## src/design/rtcdv_pkg.sv

```systemverilog
// package for the rtc date validator: request types, status codes, calendar helpers
`timescale 1ns / 1ps
`default_nettype none

package rtcdv_pkg;

  // status codes of a result
  localparam logic [1:0] StatusOk       = 2'd0;
  localparam logic [1:0] StatusRange    = 2'd1;
  localparam logic [1:0] StatusDayLimit = 2'd2;

  // offset so that 2000-01-01 lands on saturday, minus one for the day count
  localparam logic [7:0] WeekdayBias = 8'd5;

  typedef struct packed {
    logic [7:0] year;
    logic [7:0] month;
    logic [7:0] day_of_month;
    logic [7:0] hour;
    logic [7:0] minute;
    logic [7:0] second;
  } in_item_t;

  typedef struct packed {
    logic [1:0] status;
    logic [6:0] second_bcd;
    logic [6:0] minute_bcd;
    logic [5:0] hour_bcd;
    logic [2:0] weekday_bcd;
    logic [5:0] day_bcd;
    logic [4:0] month_bcd;
    logic [7:0] year_bcd;
  } out_item_t;

  // days in a month, february without the leap day
  function automatic logic [4:0] month_len(input logic [3:0] mo);
    logic [4:0] len;
    case (mo)
      4'd2:                      len = 5'd28;
      4'd4, 4'd6, 4'd9, 4'd11:   len = 5'd30;
      default:                   len = 5'd31;
    endcase
    return len;
  endfunction

  // cumulative days before the month, reduced mod 7
  function automatic logic [2:0] days_before_mod7(input logic [3:0] mo);
    logic [2:0] r;
    case (mo)
      4'd1:    r = 3'd0;  // 0
      4'd2:    r = 3'd3;  // 31
      4'd3:    r = 3'd3;  // 59
      4'd4:    r = 3'd6;  // 90
      4'd5:    r = 3'd1;  // 120
      4'd6:    r = 3'd4;  // 151
      4'd7:    r = 3'd6;  // 181
      4'd8:    r = 3'd2;  // 212
      4'd9:    r = 3'd5;  // 243
      4'd10:   r = 3'd0;  // 273
      4'd11:   r = 3'd3;  // 304
      4'd12:   r = 3'd5;  // 334
      default: r = 3'd0;
    endcase
    return r;
  endfunction

  // 8-bit value mod 7 by folding: 64 and 8 are both 1 mod 7
  function automatic logic [2:0] mod7(input logic [7:0] x);
    logic [6:0] f1;
    logic [3:0] f2;
    logic [3:0] f3;
    logic [3:0] f4;
    f1 = {5'b0, x[7:6]} + {1'b0, x[5:0]};
    f2 = f1[6:3] + {1'b0, f1[2:0]};
    f3 = {3'b0, f2[3]} + {1'b0, f2[2:0]};
    f4 = (f3 >= 4'd7) ? (f3 - 4'd7) : f3;
    return f4[2:0];
  endfunction

  // packed bcd of a value below 100, tens by reciprocal multiply
  function automatic logic [7:0] to_bcd(input logic [6:0] v);
    logic [14:0] prod;
    logic [3:0]  tens;
    logic [6:0]  tens10;
    logic [6:0]  ones;
    prod   = {8'b0, v} * 15'd205;
    tens   = prod[14:11];
    tens10 = {tens, 3'b0} + {2'b0, tens, 1'b0};
    ones   = v - tens10;
    return {tens, ones[3:0]};
  endfunction

endpackage

`default_nettype wire

```

## src/design/rtc_date_validate_bcd_encode.sv

```systemverilog
// top level: input register, date check and encode, result register
// an accepted request waits in the input register, then is checked, encoded and captured in the result register
// throughput: one request per cycle; the input and result registers each move on
//   whenever the stage after them is free, so stalls back up one stage at a time
// reset: rst is synchronous, active high, and clears both stage valid flags
`timescale 1ns / 1ps
`default_nettype none

module rtc_date_validate_bcd_encode import rtcdv_pkg::*; (
  input  wire logic      clk,
  input  wire logic      rst,
  input  wire logic      in_valid,
  output logic           in_stall,
  input  wire in_item_t  in_data,
  output logic           out_valid,
  input  wire logic      out_stall,
  output out_item_t      out_data
);

  logic      s1_valid;
  in_item_t  s1_item;
  out_item_t result;
  logic      s1_free;
  logic      s2_free;

  // stage flow
  assign s2_free  = !out_valid || !out_stall;
  assign s1_free  = !s1_valid || s2_free;
  assign in_stall = !s1_free;

  // input register
  always_ff @(posedge clk) begin
    if (rst) begin
      s1_valid <= 1'b0;
    end else if (s1_free) begin
      s1_valid <= in_valid;
    end
  end

  always_ff @(posedge clk) begin
    if (s1_free && in_valid) begin
      s1_item <= in_data;
    end
  end

  // check and encode
  rtcdv_encode u_encode (
    .item   (s1_item),
    .result (result)
  );

  // result register
  always_ff @(posedge clk) begin
    if (rst) begin
      out_valid <= 1'b0;
    end else if (s2_free) begin
      out_valid <= s1_valid;
    end
  end

  always_ff @(posedge clk) begin
    if (s2_free && s1_valid) begin
      out_data <= result;
    end
  end

  // error results carry no bcd bytes
  a_err_zero: assert property (@(posedge clk) disable iff (rst)
    (out_valid && (out_data.status != StatusOk)) |->
      ((out_data.second_bcd == '0) && (out_data.minute_bcd == '0) &&
       (out_data.hour_bcd == '0) && (out_data.weekday_bcd == '0) &&
       (out_data.day_bcd == '0) && (out_data.month_bcd == '0) &&
       (out_data.year_bcd == '0)))
    else $error("error result with nonzero bcd bytes");

  // only defined status codes and weekdays leave the block
  a_status_code: assert property (@(posedge clk) disable iff (rst)
    out_valid |-> ((out_data.status == StatusOk) || (out_data.status == StatusRange) ||
                   (out_data.status == StatusDayLimit)) && (out_data.weekday_bcd <= 3'd6))
    else $error("bad status or weekday");

  // a held request in the input register is not dropped
  a_s1_hold: assert property (@(posedge clk) disable iff (rst)
    (s1_valid && !s2_free) |=> (s1_valid && $stable(s1_item)))
    else $error("input stage lost a request");

  // an accepted request lands in the input register
  a_accept: assert property (@(posedge clk) disable iff (rst)
    (in_valid && !in_stall) |=> s1_valid)
    else $error("accepted request not captured");

  // a request in the input register with a free result stage moves on
  a_advance: assert property (@(posedge clk) disable iff (rst)
    (s1_valid && s2_free) |=> out_valid)
    else $error("request did not reach the result register");

endmodule

`default_nettype wire

```

## src/design/rtcdv_encode.sv

```systemverilog
// range check, month length check, weekday and bcd encoding of one request
`timescale 1ns / 1ps
`default_nettype none

module rtcdv_encode import rtcdv_pkg::*; (
  input  in_item_t  item,
  output out_item_t result
);

  logic       range_err;
  logic       day_err;
  logic       leap;
  logic [4:0] mlen;
  logic [7:0] year_q;
  logic [7:0] wd_sum;
  logic [2:0] weekday;
  logic [7:0] se_bcd;
  logic [7:0] mi_bcd;
  logic [7:0] hr_bcd;
  logic [7:0] dy_bcd;
  logic [7:0] mo_bcd;
  logic [7:0] yr_bcd;

  // field ranges
  assign range_err = (item.second > 8'd59) || (item.minute > 8'd59) ||
                     (item.hour > 8'd23) || (item.day_of_month == 8'd0) ||
                     (item.day_of_month > 8'd31) || (item.month == 8'd0) ||
                     (item.month > 8'd12) || (item.year > 8'd99);

  // day against month length, leap february allows the 29th
  assign leap    = (item.year[1:0] == 2'b00);
  assign mlen    = month_len(item.month[3:0]);
  assign day_err = !((item.month == 8'd2) && leap && (item.day_of_month == 8'd29)) &&
                   (item.day_of_month > {3'b0, mlen});

  // weekday: 365 is 1 mod 7, so the year term reduces to the year itself
  assign year_q  = ({1'b0, item.year[6:0]} + 8'd3) >> 2;
  assign wd_sum  = {3'b0, item.day_of_month[4:0]}
                 + {5'b0, days_before_mod7(item.month[3:0])}
                 + {7'b0, (item.month > 8'd2) && leap}
                 + {1'b0, item.year[6:0]}
                 + year_q
                 + WeekdayBias;
  assign weekday = mod7(wd_sum);

  // bcd of each field
  assign se_bcd = to_bcd(item.second[6:0]);
  assign mi_bcd = to_bcd(item.minute[6:0]);
  assign hr_bcd = to_bcd(item.hour[6:0]);
  assign dy_bcd = to_bcd(item.day_of_month[6:0]);
  assign mo_bcd = to_bcd(item.month[6:0]);
  assign yr_bcd = to_bcd(item.year[6:0]);

  // result: status code, with every bcd field zero on error
  always_comb begin
    result = '0;
    if (range_err) begin
      result.status = StatusRange;
    end else if (day_err) begin
      result.status = StatusDayLimit;
    end else begin
      result.status      = StatusOk;
      result.second_bcd  = se_bcd[6:0];
      result.minute_bcd  = mi_bcd[6:0];
      result.hour_bcd    = hr_bcd[5:0];
      result.weekday_bcd = weekday;
      result.day_bcd     = dy_bcd[5:0];
      result.month_bcd   = mo_bcd[4:0];
      result.year_bcd    = yr_bcd;
    end
  end

endmodule

`default_nettype wire

```

## config.mk

```make
export PLATFORM = sky130hd
export DESIGN_NAME = rtc_date_validate_bcd_encode
export DESIGN_NICKNAME = d
export VERILOG_FILES = /design/src/design/rtcdv_pkg.sv /design/src/design/rtc_date_validate_bcd_encode.sv /design/src/design/rtcdv_encode.sv
export SDC_FILE = /design/constraint.sdc
export NUM_CORES = 1
export LEC_CHECK = 0
export CORE_MARGIN = 2
export CORE_UTILIZATION = 50
export CTS_BUF_LIST = sky130_fd_sc_hd__clkbuf_8
export DETAILED_ROUTE_END_ITERATION = 8
export DONT_BUFFER_PORTS = 1
export HOLD_SLACK_MARGIN = 0.03
export SLEW_MARGIN = 25
export SYNTH_ARGS = -nofsm -noshare
export SYNTH_HDL_FRONTEND = slang
export SYNTH_SLANG_ARGS = --single-unit
```

## constraint.sdc

```tcl
create_clock -name clk -period 8.8 [get_ports clk]
set_clock_uncertainty 0.05 [all_clocks]
set_input_delay 0.88 -clock clk [delete_from_list [all_inputs] [get_ports clk]]
set_output_delay 0.88 -clock clk [all_outputs]
set_load 0.005 [all_outputs]
```

=== Word level (Yosys, flattened, before mapping) ===
Memory sizes are Yosys's and may differ from the RTL's. A register that Yosys moved wholly into a read port is not among the register bits.
Cells that the tools add are included.
W data, S select, Z words.

* $add $sub $neg: 22
* $mul: 6
* Magnitude comparators: 9
* Eq/ne operators: 7
* Multiplexer cells: 4
* Reductions and logical operators: 25

{| class="wikitable"
|+ Operators with widths
! kind !! number
|-
| $mul A7 B8 Y14 const B || 5
|-
| $add A4 B4 Y4 || 6
|-
| $sub A4 B4 Y4 || 6
|-
| $gt A8 B5 Y1 const B || 2
|-
| $gt A8 B6 Y1 const B || 2
|-
| $logic_not A8 Y1 || 2
|-
| $mul A7 B8 Y15 const B || 1
|-
| $logic_or A1 B1 Y1 || 9
|-
| $add A7 B2 Y8 const B || 1
|-
| $add A8 B1 Y8 || 1
|-
| $add A8 B3 Y8 const B || 1
|-
| $add A8 B6 Y8 || 1
|-
| $add A8 B7 Y8 || 1
|-
| $eq A4 B3 Y1 const B || 2
|-
| $eq A4 B4 Y1 const B || 2
|-
| $eq A8 B2 Y1 const B || 1
|-
| $eq A8 B5 Y1 const B || 1
|-
| $gt A8 B2 Y1 const B || 1
|-
| $gt A8 B4 Y1 const B || 1
|-
| $gt A8 B5 Y1 || 1
|-
| $gt A8 B7 Y1 const B || 1
|-
| $add A2 B6 Y7 || 1
|-
| $add A5 B3 Y6 || 1
|-
| $logic_and A1 B1 Y1 || 6
|-
| other kinds (13) || 17
|}

* Flip-flop bits (word level): 94
* Memory bits (read-only): 48
* Output and inout bits: 46
* Logic and storage cells: 90
* Memories kept: 1

{| class="wikitable"
|+ Memory list
! memory !! words !! bits a word !! rd ports !! clocked after memory_dff !! wr ports !! RTL line !! source
|-
| (no name shown) || 16 || 3 || 1 || 1 || 0 || rtcdv_pkg.sv:49 || <nowiki>case (mo)</nowiki>
|}

=== Logic depth before layout (Yosys ltp) ===
Gate-level depths: netlist of the first run.

* Depth after elaboration: 11
* Gate-level depth with buffers: 33

=== By module ===
A second synthesis of the first run with hierarchy kept.

* Cell total of the unflattened synthesis: 900
* Area total of the unflattened synthesis: 10,050.9 um^2

{| class="wikitable"
|+ Modules (own cells, without submodules)
! module !! times used !! cells an instance !! area an instance (um^2)
|-
| rtcdv_encode || 1 || 798 || 7,201.9
|-
| rtc_date_validate_bcd_encode || 1 || 102 || 2,849.0
|}

=== Least setup slack after synthesis of the first run ===
No wires, ideal clock.

* Kind: flip-flop to flip-flop
* Start point: reg s1_item[24] in the netlist's numbering
* End point: reg out_data[20] in the netlist's numbering, data pin
* Library setup time: 0.266 ns
* Data arrival time: 6.167 ns
* Slack: 2.317 ns
* Cell stages (with the launch flop): 28
* Buffers on the path: 0
* Clock period less this slack: 6.483 ns
* Path through: edfxtp_1 > ha_1 > fa_1 > inv_1 > fa_1 > fa_1 > inv_1 > fa_1 > a21oi_1 > nor2_1 > nor2_1 > o21bai_1 > a21oi_1 > xnor2_1 > fa_1 > and3_1 > xor2_1 > ha_1 > a21o_1 > a21oi_1 > xor2_1 > ha_1 > ha_1 > ha_1 > a22oi_1 > a21oi_1 > mux2i_1 > nor2_1

* Cells in the longest elaborated chain, start to end: 10

{| class="wikitable"
|+ Ends and longest elaborated chain
! element !! RTL line !! source
|-
| from (decl) || rtc_date_validate_bcd_encode.sv:21 || <nowiki>in_item_t s1_item;</nowiki>
|-
| from (signal assigned) || rtc_date_validate_bcd_encode.sv:42 || <nowiki>s1_item <= in_data;</nowiki>
|-
| $add A5 B3 Y6 || rtcdv_encode.sv:39 || <nowiki>+ {5'b0, days_before_mod7(item.month[3:0])}</nowiki>
|-
| $add A8 B1 Y8 || rtcdv_encode.sv:40 || <nowiki>+ {7'b0, (item.month > 8'd2) && leap}</nowiki>
|-
| $add A8 B7 Y8 || rtcdv_encode.sv:41 || <nowiki>+ {1'b0, item.year[6:0]}</nowiki>
|-
| $add A8 B6 Y8 || rtcdv_encode.sv:42 || <nowiki>+ year_q</nowiki>
|-
| $add A8 B3 Y8 || rtcdv_encode.sv:43 || <nowiki>+ WeekdayBias;</nowiki>
|-
| $add A2 B6 Y7 || rtcdv_pkg.sv:73 || <nowiki>f1 = {5'b0, x[7:6]} + {1'b0, x[5:0]};</nowiki>
|-
| $add A4 B3 Y4 || rtcdv_pkg.sv:74 || <nowiki>f2 = f1[6:3] + {1'b0, f1[2:0]};</nowiki>
|-
| $add A1 B3 Y4 || rtcdv_pkg.sv:75 || <nowiki>f3 = {3'b0, f2[3]} + {1'b0, f2[2:0]};</nowiki>
|-
| $ge A4 B3 Y1 / $sub A3 B3 Y3 (equally long branches) || rtcdv_pkg.sv:76 || <nowiki>f4 = (f3 >= 4'd7) ? (f3 - 4'd7) : f3;</nowiki>
|-
| $mux W3 || rtcdv_pkg.sv:76 ||
|-
| to (signal assigned) || rtc_date_validate_bcd_encode.sv:63 || <nowiki>out_data <= result;</nowiki>
|-
| to (decl) || rtc_date_validate_bcd_encode.sv:17 || <nowiki>output out_item_t out_data</nowiki>
|}

Parallel ways exist; a longest one is shown, timed or not.
A chain may end at the register's enable or synchronous reset.

=== Final worst setup path of the first run ===
Same ends and word-level chain as after synthesis.

==> metrics.md, run 1 <==
| Metric | Value |
|---|---|
| Final setup vio count | 0 |
| Routed Antenna Nets | 0 |
| Crit share post-route | 0.788 |
| Layout Nets | around 1400 |
| Headroom to the max-slew limit | 0.488 |
| Area delta synth->final | 5.05% |
| Syn nets | 1349 |
| Placed insts | 1234 |
| Commonest non-fill, non-tap cell in the layout | ha_1 |
| Arrival @ worst endpoint | about 7.0 ns |
| Vias in the first global route | 6900 |
| Metal1 wirelength | 9630 um |
| Clock Tree Buf Depth | 2 |
| Register bit count reported by yosys | 97 |
| Initial antenna violation count | 1 |
| Fmax | 144 MHz |
| Post-DP HPWL | between 15000 and 20000 um |
| Pwr Total | between 2 and 3 mW |
| Most used cell, CP | ha_1 |
| Top cells by area, synth | ha_1, edfxtp_1, fa_1 |
| Peak VDD IR | 0.000469 V |
| Fin cells | ~1300 |
| Crit. End Element | flip-flop |
| Worst setup path class | reg -> reg |
| CP startpoint kind | flip-flop |
| CP Max Fanout | 8 |
| # port buffers | 0 |
| Most frequent cells in the layout | ha_1, inv_1, edfxtp_1, fa_1, nor2_1 |
| Warnings, synthesis | 0 |
| XOR/XNOR share of the synthesized area | 0.0532 |
| Share of cells above drive strength 1 | 0.0347 |
| Post-CTS Setup Inserts | 0 |
| Initial Util | 0.514 |
| Final slew viol count | 0 |
| Number of synthesized flops with an enable pin | 92 |
| GPL Wtd Cong | slightly above 0.8 |
| R2r startpoint | s1_item[24]$_DFFE_PP_ |
| Critical path data required time | 8.88 ns |
| FFs w/ async S/R, synth | 0 |
| Top FF cell, synth | edfxtp_1 |
| Pwr per Cell Area | approximately 260 nW/um^2 |
| Period minus WS final | 6.93 ns |
| Largest family of logic cells by synthesized area | adder cells |
| Iter 0 DRT Violations | 245 |
| First-pass GRT wire length | about 35000 um |
| Slew @ Worst Pin | 0.765 ns |
| Hold/Removal Path Class | reg -> reg |
| Reg2reg end | out_data[20]$_SDFFCE_PP0P_ |
| Pin count of the biggest net entering global routing | 45 |
| Synth Area in Adders | 0.436 |
| Num rows | between 50 and 60 |
| Total CTS buffers | 9 |
| IO Pins | 98 |
| TritonCTS clock tree | yes |
| Met2 WL | 10300 um |
| Via Count | 6753 |
| CP max-delay cell | edfxtp_1 |
| FF-to-FF path depth | 28 |
| Met3 wire length | 710 um |
| Post-CTS sizing | 0 |
| Distinct cells, synth | 63 |
| Slowest stage delay, CP | approximately 0.56 ns |
| GRT overflow | 0 |
| Die Wd | 149 um |
| R2R setup slack | 1.87 ns |
| Worst skew pair latency | 0.41 ns |
| Drt drc | 0 |
| Sink Count | 97 |
| Hold Fails Final Rpt | 0 |
| Total track usage | 0.204 |
| Die area | approximately 22000 um^2 |
| Max-cap violations | 0 |
| Post-synthesis mux area share | 0.00490 |
| CTS HTree Levels | 3 |
| Post-Syn Area per Cell | 10.8 um^2 |
| Clk root buf | clkbuf_8 |
| Status | finished clean |
| Hold path startpoint | s1_valid$_SDFFE_PP0N_ |
| DR top layer | met4 |
| Area leader, netlist | ha_1 |
| RSZ-0062 raised after global routing | false |
| Fillers | between 1500 and 2000 |
| Pre-Repair DR Iteration Count | 4 |
| CTS clk-pin slew, worst paths | around 0.1 ns |
| Post-Syn Instances | 967 |
| Post-Syn Area | 10500 um^2 |
| Setup total negative slack | 0 ns |
| LEAKAGE | ~5.4 nW |
| Post-Synth Simple-Gate Area | 0.0934 |
| Chip height | 149 um |
| Wirelength per Cell | between 15 and 20 um |
| Hold Path End | out_valid$_SDFFE_PP0P_ |
| Sequential fraction of the synthesis area | 0.274 |
| Hold buffer count at CTS | 0 |
| Total core area | 20400 um^2 |
| Vias per cell | 5.40 |
| Synth top area share | 0.325 |
| Compound-Gate Fraction of Synth Area | 0.0818 |
| Post-Route WL | 21000 um |
| WHS Path Cells | 2 |
-- Yosys cell counts (5+ instances only) --
library cell and count:
a211o_1 5, a211oi_1 9, a21o_1 14, a21oi_1 42
and3_1 17, clkbuf_1 6, dfxtp_1 5, edfxtp_1 92
fa_1 58, ha_1 272, inv_1 148, nand2_1 37
nand3_1 12, nand4_1 12, nor2_1 52, nor3_1 15
nor3b_1 5, o211ai_1 5, o21a_1 8, o21ai_0 9
or2_2 7, xnor2_1 38, xor2_1 23
-- worst max-delay path, delay by kind of cell (launching register included) --
kind	cells	cell delay, ns
AO/OA/AOI/OAI	7	1.12
multiplexers	1	0.22
adder cells (fa/ha/maj)	11	3.69
AND/OR/NAND/NOR	4	0.46
flip-flops	1	0.56
buffers and inverters	2	0.10
XOR/XNOR	3	0.46
-- flip-flops by register name, indices dropped and copies added, names as in the netlist, named ones only --
register   cells
out_data      44
out_valid      1
s1_item       48
s1_valid       1
-- logic make-up (layout without fill, tap and decap cells) --
kind of cell               count (synthesis)  count (layout)
buffers and inverters                    157             170
DFF                                       97              97
muxes                                      5               5
and+or+nand+nor                          190             190
adders and majority gates                330             330
AOI/OAI and AO/OA                        126             126
xor gates and xnor gates                  62              62
other                                      0               1
-- layer usage --
metal | track usage | vias up
met3 | 0.0298 | 17
li1 | - | 3418
met5 | 0 | -
met1 | 0.268 | 3216
met4 | 0.0529 | 0
met2 | 0.353 | 102
-- through the flow --
| step | hold WS [ns] | setup slack, ns | utilization | area [um^2] |
|---|---|---|---|---|
| 2_1_floorplan | 0.403 | 2.32 | - | 10500 |
| 3_3_place_gp | 0.435 | 2.01 | 0.531 | 10800 |
| 3_5_place_dp | 0.448 | 1.86 | 0.531 | 10800 |
| 4_1_cts | 0.468 | 1.84 | 0.539 | 11000 |
| 5_1_grt | 0.466 | 1.37 | 0.540 | 11000 |
| 6_report | 0.460 | 1.87 | 0.540 | 11000 |
-- worst max-delay path by stage --
stage	start	to	slack, ns	cells past startpoint
detailed placement	s1_item[24]$_DFFE_PP_	out_data[20]$_SDFFCE_PP0P_	1.86	28
CTS	s1_item[24]$_DFFE_PP_	out_data[20]$_SDFFCE_PP0P_	1.84	27
floorplan	s1_item[24]$_DFFE_PP_	out_data[20]$_SDFFCE_PP0P_	2.32	27
global placement	s1_item[24]$_DFFE_PP_	out_data[20]$_SDFFCE_PP0P_	2.01	27
global route	s1_item[24]$_DFFE_PP_	out_data[20]$_SDFFCE_PP0P_	1.37	27
finish	s1_item[24]$_DFFE_PP_	out_data[20]$_SDFFCE_PP0P_	1.87	28
-- area by class of cell --
class | count | area [um^2] | share of cell area
well taps | 270 | 338 | 0.0307
inverters | 149 | 559 | 0.0509
multi-input cells | 713 | 7020 | 0.639
clock inverters | 7 | 46.3 | 0.00421
clock buffers | 9 | 124 | 0.0113
flip-flops and latches | 97 | 2860 | 0.261
repair buffers | 5 | 37.5 | 0.00342
diodes | 1 | 2.50 | 0.000228
-- report_power, final --
group	switching (mW)	internal (mW)	leakage, nW
Clock	0.182	0.103	0.0847
Sequential	0.0313	0.533	0.893
Combinational	1.06	0.902	4.39
No activity file was read; power rests on OpenSTA's default activity.
==> inputs of run 2 (changes only) <==
Settings changed: ABC_AREA from default to 1, PLACE_DENSITY from default to 0.68.
Clock period 8.8 ns to 5.6 ns, I/O delays scaled along.
==> run 2 against run 1 <==
The run now ends with setup timing left. Sequential power is 53% higher. Via count up 8.0%. Count of clock-buffer cells in the layout did not move. First-iteration DRC count grew 30%. Die area is 1.4% higher. Critical path depth did not move. Routed wire length increased by 1.3%. Combinational power up 130%. Critical endpoint is now out_data[19]$_SDFFCE_PP0P_. Largest cell class unchanged. Largest power group unchanged.
==> metrics.md, run 2 <==
| Metric | Value |
|---|---|
| Worst setup path class | reg -> reg |
| CTS HTree Levels | 3 (unchanged) |
| Top FF cell, synth | edfxtp_1 |
| Sequential fraction of the synthesis area | 0.270 (-0.00391) |
| Total CTS buffers | 9 (unchanged) |
| Reg with most FFs | s1_item |
| Final slew viol count | 0 (unchanged) |
| Slew @ Worst Pin | 0.673 ns (-0.0927 ns) |
| Area of the multi-input gates | 7100 um^2 (+1.1%) |
| Warnings, synthesis | 0 (unchanged) |
| Drt drc | 0 (unchanged) |
| CTS clk-pin slew, worst paths | 0.11 ns (about the same) |
| Num rows | 53 (+1.9%) |
| GPL Wtd Cong | 0.868 (+5.6%) |
| Max reg flops | 48 (unchanged) |
| Die area | 22400 um^2 (+1.4%) |
| Pwr Total | 5.88 mW (+110%) |
| FFs w/ async S/R, synth | 0 (unchanged) |
| Pwr per Cell Area | 499 nW/um^2 (+95%) |
| Post-Syn Instances | 1093 (+13%) |
| CP startpoint kind | flip-flop |
| # port buffers | 0 (unchanged) |
| Top cells by area, synth | ha_1, edfxtp_1, fa_1 |
| Failing checks | setup timing |
| Fmax | 171 MHz (+19%) |
| Post-Syn Area | 10600 um^2 (+1.4%) |
| Commonest non-fill, non-tap cell in the layout | ha_1 |
| Routed Antenna Nets | 0 (unchanged) |
| Worst skew pair latency | 0.40 ns (about the same) |
| Area delta synth->final | 11.0% |
| IO Pins | 98 (unchanged) |
| Number of synthesized flops with an enable pin | 92 (unchanged) |
| Share of cells above drive strength 1 | 0.116 (+0.0816) |
| Iter 0 DRT Violations | 318 (+30%) |
| Total core area | 21000 um^2 (+2.9%) |
| Fillers | 1875 (+2.4%) |
| Chip height | 150 um (+0.70%) |
| Hold buffer count at CTS | 0 (unchanged) |
| Worst setup margin | -0.249 ns (-2.11 ns) |
| Post-DP HPWL | 17600 um (+2.6%) |
| Sink Count | 97 (unchanged) |
| Peak VDD IR | 0.000818 V (+75%) |
| Hold Fails Final Rpt | 0 (unchanged) |
| Crit. End Element | flip-flop |
| Hold/Removal Path Class | in -> reg |
| Pin count of the biggest net entering global routing | 49 (+8.9%) |
| Vias in the first global route | 7408 (+7.4%) |
| Post-Syn Area per Cell | 9.71 um^2 (-10%) |
| Register bit count reported by yosys | 97 (unchanged) |
| TritonCTS clock tree | yes |
| Die Wd | 150 um (+0.70%) |
| Initial Util | 0.506 (-0.00725) |
| Arrival @ worst endpoint | 5.94 ns (-1.07 ns) |
| Clock Tree Buf Depth | 2 (unchanged) |
| Syn nets | 1475 (+9.3%) |
| Fin cells | 1445 (+16%) |
| Reg area | 2860 um^2 (unchanged) |
| Synth top area share | 0.321 (-0.00464) |
| Most frequent cells in the layout | ha_1, inv_1, nand2_1, edfxtp_1, nor2_1 |
| Critical path data required time | 5.69 ns (-3.19 ns) |
| Final setup vio count | 3 (+3) |
| Area leader, netlist | ha_1 |
| LEAKAGE | 6.19 nW (+15%) |
| Slowest stage delay, CP | 0.53 ns (-0.03 ns) |
| RSZ-0062 raised after global routing | true |
| Headroom to the max-slew limit | 0.551 (+0.0630) |
| Setup total negative slack | -0.643 ns (-0.643 ns) |
| Placed insts | 1416 (+15%) |
| Clk root buf | clkbuf_8 |
| Layout Nets | 1547 (+14%) |
| Pre-Repair DR Iteration Count | 4 (unchanged) |
| Distinct cells, synth | 34 (-46%) |
| Most frequent cell after synthesis | ha_1 |
| Final hold slack | 0.159 ns (-0.301 ns) |
| Commonest cells post-synth | ha_1, inv_1, nand2_1, edfxtp_1, nor2_1 |
| Wirelength per Cell | 14.7 um (-12%) |
| Crit share post-route | 1.04 (+0.256) |
| Vias per cell | 5.05 (-6.5%) |
| Via Count | 7293 (+8.0%) |
| Total track usage | 0.202 (-0.00145) |
| GRT overflow | 0 (unchanged) |
| Worst slack, placed | -0.438 ns (-2.30 ns) |
| CP Max Fanout | 2 (-6) |
| First-pass GRT wire length | 35400 um (+1.2%) |
| Post-Route WL | 21300 um (+1.3%) |
| Status | complete, but fails checks |
| Initial antenna violation count | 2 (+1) |
| Max-cap violations | 0 (unchanged) |
| CP max-delay cell | fa_1 |
| Period minus WS final | 5.85 ns (-1.09 ns) |
| Biggest regs | s1_item x48, out_data x44 |
==> run 2: changes by cell type after synthesis, moves of 8 or more <==
cell and change:
nor2_2 +13, xor2_1 +10, nor3_1 -13, xnor2_1 -12
o21ai_0 +11, inv_1 +63, nor2_1 +25, nand2_1 +108
nand3_1 +25, a211oi_1 -8, and3_1 -16
==> run 2: area by class of cell <==
class | count | share of cell area
diodes | 1 | 0.000212
clock buffers | 9 | 0.0105
clock inverters | 6 | 0.00574
inverters | 212 | 0.0680
multi-input cells | 781 | 0.602
flip-flops and latches | 97 | 0.243
well taps | 275 | 0.0292
repair buffers | 64 | 0.0408
==> run 2: cell families after synthesis <==
group,Yosys count,synth area share
adder cells (fa/ha/maj),330,0.430
AND/OR/NAND/NOR,312,0.129
buffers and inverters,215,0.0784
flip-flops,97,0.270
AO/OA/AOI/OAI,80,0.0440
XOR/XNOR,59,0.0487
==> run 2: what timing repair did <==
| item | in CTS | in global routing |
|---|---|---|
| pin swaps | 10 | 3 |
| endpoints found under the setup margin | 3 | 3 |
| gates resized for setup | 12 | 5 |
| setup buffers | 9 | 4 |
==> run 2: critical path: cells and delay by family (launching register included) <==
kind | cells | cell delay, ns
AO/OA/AOI/OAI | 6 | 0.85
XOR/XNOR | 4 | 0.51
adder cells (fa/ha/maj) | 10 | 3.23
buffers and inverters | 4 | 0.22
flip-flops | 1 | 0.41
AND/OR/NAND/NOR | 4 | 0.34
==> run 2: worst paths after layout <==
path / from / end / slack [ns] / depth (start not counted)
max: s1_item[24]$_DFFE_PP_ / out_data[19]$_SDFFCE_PP0P_ / -0.25 / 28
min: rst / out_valid$_SDFFE_PP0P_ / 0.16 / 1
max reg2reg: s1_item[24]$_DFFE_PP_ / out_data[19]$_SDFFCE_PP0P_ / -0.25 / 28
min reg2reg: s1_valid$_SDFFE_PP0N_ / out_valid$_SDFFE_PP0P_ / 0.48 / 2
==> run 2: metal layers <==
metal | share of wire | GRT usage | up-vias
li1 | - | - | 3737
met1 | 0.47 | 0.265 | 3404
met2 | 0.48 | 0.345 | 118
met3 | 0.037 | 0.0369 | 32
met4 | 0.018 | 0.0547 | 2
met5 | 0.00061 | 0 | -
==> run 2: report_power, final <==
part | switching [mW] | leakage [nW] | internal [mW]
logic | 2.26 | 5.13 | 2.27
registers | 0.0338 | 0.972 | 0.829
clock network | 0.278 | 0.0937 | 0.207
==> run 2: stage by stage <==
step                      instance area (um^2)  utilization
final                                    11800        0.562
after CTS                                11700        0.559
after floorplan                          10700            -
after global routing                     11800        0.562
after detailed placement                 11400        0.543
after global placement                   11400        0.543
